==> config.mk <==
export PLATFORM = sky130hd
export DESIGN_NAME = ept_cordic
export DESIGN_NICKNAME = d
export VERILOG_FILES = /design/src/hdl/ept_pkg.sv /design/src/hdl/ept_cordic.sv
export SDC_FILE = /design/constraint.sdc
export NUM_CORES = 2
export LEC_CHECK = 0
export BUFFER_PORTS_ARGS = -buffer_cell sky130_fd_sc_hd__buf_2
export CAP_MARGIN = 40
export CORE_ASPECT_RATIO = 0.5
export CORE_MARGIN = 2
export CORE_UTILIZATION = 39
export DETAILED_ROUTE_END_ITERATION = 6
export GPL_TIMING_DRIVEN = 0
export PLACE_DENSITY = 0.54
export SLEW_MARGIN = 30
export SYNTH_ARGS = -nofsm -noshare
export SYNTH_HDL_FRONTEND = slang
export SYNTH_SLANG_ARGS = --single-unit
==> constraint.sdc <==
create_clock -name i_clk -period 4.8 [get_ports i_clk]
set_input_delay 0.48 -clock i_clk [delete_from_list [all_inputs] [get_ports i_clk]]
set_output_delay 0.48 -clock i_clk [all_outputs]
set_load 0.02 [all_outputs]
==> src/hdl/ept_pkg.sv <==
// Package for the pose-to-transform block: payload types, CORDIC constants
// and the arctangent table. No dependencies.
package ept_pkg;

    localparam int CordicStagesDef = 14;
    localparam int CordicW = 34;

    localparam logic signed [CordicW-1:0] Q30Pi     = 34'sd3373259426;
    localparam logic signed [CordicW-1:0] Q30HalfPi = 34'sd1686629713;
    localparam logic signed [CordicW-1:0] Q30InvK   = 34'sd652032874;

    typedef struct packed {
        logic signed [15:0] roll_angle;
        logic signed [15:0] pitch_angle;
        logic signed [15:0] yaw_angle;
        logic signed [31:0] x_pos;
        logic signed [31:0] y_pos;
        logic signed [31:0] z_pos;
    } t_pose;

    typedef struct packed {
        logic signed [15:0] r00;
        logic signed [15:0] r01;
        logic signed [15:0] r02;
        logic signed [15:0] r10;
        logic signed [15:0] r11;
        logic signed [15:0] r12;
        logic signed [15:0] r20;
        logic signed [15:0] r21;
        logic signed [15:0] r22;
        logic signed [31:0] tx;
        logic signed [31:0] ty;
        logic signed [31:0] tz;
    } t_xform;

    // round(atan(2^-i) * 2^30)
    function automatic logic signed [CordicW-1:0] atan_q30(input int i);
        logic signed [CordicW-1:0] t;
        case (i)
            0:  t = 34'sd843314857;
            1:  t = 34'sd497837829;
            2:  t = 34'sd263043837;
            3:  t = 34'sd133525159;
            4:  t = 34'sd67021687;
            5:  t = 34'sd33543516;
            6:  t = 34'sd16775851;
            7:  t = 34'sd8388437;
            8:  t = 34'sd4194283;
            9:  t = 34'sd2097149;
            10: t = 34'sd1048576;
            11: t = 34'sd524288;
            12: t = 34'sd262144;
            13: t = 34'sd131072;
            14: t = 34'sd65536;
            15: t = 34'sd32768;
            16: t = 34'sd16384;
            17: t = 34'sd8192;
            18: t = 34'sd4096;
            19: t = 34'sd2048;
            20: t = 34'sd1024;
            21: t = 34'sd512;
            22: t = 34'sd256;
            23: t = 34'sd128;
            default: t = '0;
        endcase
        return t;
    endfunction

endpackage

==> src/hdl/ept_cordic.sv <==
// Pipelined rotation-mode CORDIC: sine and cosine of one Q2.13 angle in Q.30.
// Depends on ept_pkg. One stage per iteration plus a quadrant-fold stage.
module ept_cordic #(
    parameter int CORDIC_STAGES = ept_pkg::CordicStagesDef
) (
    input  logic                               i_clk,
    input  logic                               i_en,
    input  logic signed [15:0]                 i_angle,
    output logic signed [ept_pkg::CordicW-1:0] o_sin,
    output logic signed [ept_pkg::CordicW-1:0] o_cos
);
    localparam int W = ept_pkg::CordicW;

    logic signed [W-1:0] r_x [CORDIC_STAGES+1];
    logic signed [W-1:0] r_y [CORDIC_STAGES+1];
    logic signed [W-1:0] r_z [CORDIC_STAGES+1];
    logic                r_neg [CORDIC_STAGES+1];
    logic signed [W-1:0] n_z0;
    logic                n_neg0;
    logic signed [W-1:0] w_a;

    always_comb begin
        w_a    = W'({{(W-16){i_angle[15]}}, i_angle} <<< 17);
        n_z0   = w_a;
        n_neg0 = 1'b0;
        if (w_a > ept_pkg::Q30HalfPi) begin
            n_z0 = w_a - ept_pkg::Q30Pi; n_neg0 = 1'b1;
        end else if (w_a < -ept_pkg::Q30HalfPi) begin
            n_z0 = w_a + ept_pkg::Q30Pi; n_neg0 = 1'b1;
        end
    end

    always_ff @(posedge i_clk) begin
        if (i_en) begin
            r_x[0]   <= ept_pkg::Q30InvK;
            r_y[0]   <= '0;
            r_z[0]   <= n_z0;
            r_neg[0] <= n_neg0;
        end
    end

    for (genvar g = 0; g < CORDIC_STAGES; g++) begin : g_stage
        always_ff @(posedge i_clk) begin
            if (i_en) begin
                r_neg[g+1] <= r_neg[g];
                if (!r_z[g][W-1]) begin
                    r_x[g+1] <= r_x[g] - (r_y[g] >>> g);
                    r_y[g+1] <= r_y[g] + (r_x[g] >>> g);
                    r_z[g+1] <= r_z[g] - ept_pkg::atan_q30(g);
                end else begin
                    r_x[g+1] <= r_x[g] + (r_y[g] >>> g);
                    r_y[g+1] <= r_y[g] - (r_x[g] >>> g);
                    r_z[g+1] <= r_z[g] + ept_pkg::atan_q30(g);
                end
            end
        end
    end

    assign o_sin = r_neg[CORDIC_STAGES] ? -r_y[CORDIC_STAGES] : r_y[CORDIC_STAGES];
    assign o_cos = r_neg[CORDIC_STAGES] ? -r_x[CORDIC_STAGES] : r_x[CORDIC_STAGES];
endmodule

==> impl_metrics.toml <==
[status]
status = "finished with violations"
violations = "setup timing"

[clock_tree]
h-tree-depth = 4
cts.sinks = 1239
clk_pin_slew_ns = 0.06
cts_tree = "built"
insertion_delay_ns = 0.83
numCtsBuffers = 142
cts_max_path_buffers = 4
cts_root_buffer = "clkbuf_16"

[sta]
fin_crit_sh_pct = 106
skew_ns = 0.0616
tightest_slew_ns = 0.929
fin_crit_ns = 5.09
slew_violations = 0
hold_viol_final = 0
fin_setup_tns_ns = -0.888
fin_ws_ns = -0.292
maxSlewHeadroom_pct = 37.5
rsz0062_at_grt = "true"
timing.fmax_ghz = 0.196
setup_viol = 7

[critical_path]
rrSetupSlack_ns = -0.29
worstPathMaxFanout = 3
startpoint_type = "flip-flop"
path_buf_inv = 1
crit_chain = "or3_4, nor4_4, nand2_1, or4_4, or3_4, nand2_2, xor2_1, ha_1, buf_6, a221o_1, a311o_1, a21o_1, a31o_4, a2111oi_4, nor2_2, a41o_1, o41ai_4, o21bai_1, xor2_1"
end_kind = "flip-flop"
worstReg2RegEnd = "r_y[5][31]"
critPathLaunch = "r_x[4][52]"
cp-endpoint = "r_y[5][31]"
worstReg2RegStart = "r_x[4][52]"
crit_family = "compound AO/OA/AOI/OAI gates"
cpPeakStageDelay_ns = 0.42
cp.required_ns = 5.36
cp.arrival_ns = 5.65
reg2reg_depth = 19
crit_type = "reg2reg"
cp_slowest_cell = "or3_4"
crit_cells = 19

[synthesis]
yosysSeqAreaShare_pct = 35.3
synth_edf_count = 1239
synth.net_count = 12300
synth_ff_type = "edfxtp_1"
yosysUniqueCellTypes = 87
yosys_warnings = 0
avgSynthCellArea_um2 = 9.53
yosys.area.top_type_share_pct = 35.3
synth_cells = 11100
synth.area.top_cells = "edfxtp_1 35%, ha_1 14%, xnor2_1 9.2%, a21oi_1 5.2%, xor2_1 4.4%"
synthArstFlopShare_pct = 0
netlist_area_um2 = 105000
synth_top_area_cell = "edfxtp_1"
ys_seq_elements = 1239

[finish]
drive_above_1_share_pct = 9.70
synthToLayoutAreaGrowth_pct = 14.0
final_util_pct = 44.9
nets = 12800
fill_cells = 25700
stdcell_count = 15200
fin_area_um2 = 120000

[global_route]
grt_pass1_vias = 78500
overflow = 0
grt_pass1_wl_um = 429000
grt_max_degree = 53
antenna_found_initial = 8
track_usage_pct = 19.2

[floorplan]
start_util_pct = 39.4
die_area_um2 = 275000
boundaryPins = 86
die_w_um = 739
rows = 134
coreArea_um2 = 268000
die_h_um = 372

[placement]
numPortBuffers = 79
gp_congestion = 0.916
placedInstanceArea_um2 = 111000
place_inst = 14800
hpwlAfterDp_um = 217000

[flow_run]
drv_cap = 0

[route]
wl_per_cell_um = 18.0
first_pass_iters = 5
drtIter0Drc = 5009
drc = 0
ant_nets = 0
wl_um = 274000
viasPerCell = 5.35
num_vias = 81500

[worst_hold_path]
hold_class = "in2reg"
## area by class of cell
class	count	area (µm²)	area share [%]
Antenna cell	2	5.00	0.00417
Multi-Input combinational cell	9167	68300	56.9
Buffer	163	873	0.727
Sequential cell	1239	37200	31.0
Tap cell	3604	4510	3.75
Clock inverter	84	788	0.656
Clock buffer	157	3650	3.04
Inverter	475	1820	1.51
Timing Repair Buffer	341	2930	2.44
Timing Repair inverter	1	5.00	0.00417
## kinds of logic (layout without fill, tap and decap cells)
kind of cell	Yosys count	count (layout)	share of synthesized area, %
AND/OR/NAND/NOR	2890	2890	13.2
AO/OA/AOI/OAI	3355	3355	20.2
adder cells (fa/ha/maj)	1213	1213	14.7
flip-flops	1239	1239	35.3
XOR/XNOR	1639	1639	13.6
buffers and inverters	648	1221	2.32
multiplexers	70	70	0.695
other	0	2	0
## per-stage QoR
stage | hold slack, ns | setup slack [ns]
2_1_floorplan | 0.400 | -0.296
3_3_place_gp | 0.402 | -4.09
3_5_place_dp | 0.405 | -2.78
4_1_cts | 0.00253 | -0.339
5_1_grt | 0.0444 | -0.524
6_report | 0.0753 | -0.292
## sequential cells by signal (all words and copies together), names as in the netlist
name,count
r_neg,14
r_x,416
r_y,443
r_z,366
## synthesized netlist by cell type, types with 14 or more instances
cell type	n
a221oi_1	18
xor2_1	532
o41ai_1	65
nand3_1	185
mux2i_1	45
or4_1	44
o21ai_0	652
a31oi_1	101
a211o_1	26
nor2_1	862
clkbuf_1	145
a2111oi_0	17
o2111ai_1	23
and3_1	102
a21boi_0	31
o31a_1	23
nand4_1	62
a211oi_1	103
and2_1	55
fa_1	37
a31o_2	23
edfxtp_1	1239
nor3_1	273
or2_2	45
buf_1	26
nor2b_1	127
mux2_2	25
o211a_1	16
o31ai_1	129
or3_1	84
nand2b_1	211
ha_1	1176
o22ai_1	18
nand2_1	684
a21oi_1	1097
a21o_1	471
o21bai_1	147
o21a_1	184
xnor2_1	1106
nor3b_1	23
nor4_1	75
o211ai_1	45
inv_1	466
and4_1	14
## worst reg2reg max path: stages, from the launching register on
cell	delay (ns)
edfxtp_1	0.39
or3_4	0.42
nor4_4	0.15
nand2_1	0.10
or4_4	0.42
or3_4	0.35
nand2_2	0.07
xor2_1	0.14
ha_1	0.27
buf_6	0.13
a221o_1	0.38
a311o_1	0.28
a21o_1	0.21
a31o_4	0.25
a2111oi_4	0.35
nor2_2	0.07
a41o_1	0.24
o41ai_4	0.34
o21bai_1	0.13
xor2_1	0.15
## cells in the final DEF (no fill, tap or decap), drive strengths merged, types with 47 or more instances in the layout
cell type,instances
inv,475
nor2b,127
or4,47
nand3,185
nand2b,211
nor4,75
nor3,273
xor2,532
clkbuf,283
and2,56
edfxtp,1239
a31oi,101
o31ai,133
ha,1176
o21a,184
nand2,684
xnor2,1107
o21ai,656
o21bai,147
or3,86
nand4,62
and3,102
a21oi,1097
a21o,471
clkinv,58
buf,371
a211oi,103
nor2,863
o41ai,70
## per-layer routing
| metal | part of all wire, % | up-vias | global-route usage (%) | wire length (µm) |
|---|---|---|---|---|
| met3 | 2.9 | 535 | 2.17 | 7820 |
| met5 | 0.0073 | - | 0 | 20 |
| met1 | 45 | 37600 | 24.2 | 124000 |
| li1 | - | 42000 | - | - |
| met4 | 4.2 | 2 | 7.21 | 11400 |
| met2 | 48 | 1369 | 33.8 | 130000 |
## timing repair
action,CTS,global route
endpoints found under the setup margin,380,169
gates cloned,0,2
endpoints found under the hold margin,13,0
pin swaps,72,134
hold buffers,7,0
resized for setup,286,343
setup buffers,83,137
## worst min path at each step
stage                           from          to  slack [ns]  depth (start not counted)
after floorplan             r_neg[9]   r_neg[10]        0.40                          0
final                     i_angle[3]  r_z[0][20]        0.08                          2
after CTS                 i_angle[3]  r_z[0][20]       0.003                          2
after global placement      r_neg[9]   r_neg[10]        0.40                          0
after detailed placement    r_neg[1]    r_neg[2]        0.40                          0
after global routing      i_angle[3]  r_z[0][20]        0.04                          2
Power is left out: the tool's default activity adds up to more than one toggle a clock period on the data nets, which glitch-free logic cannot reach.
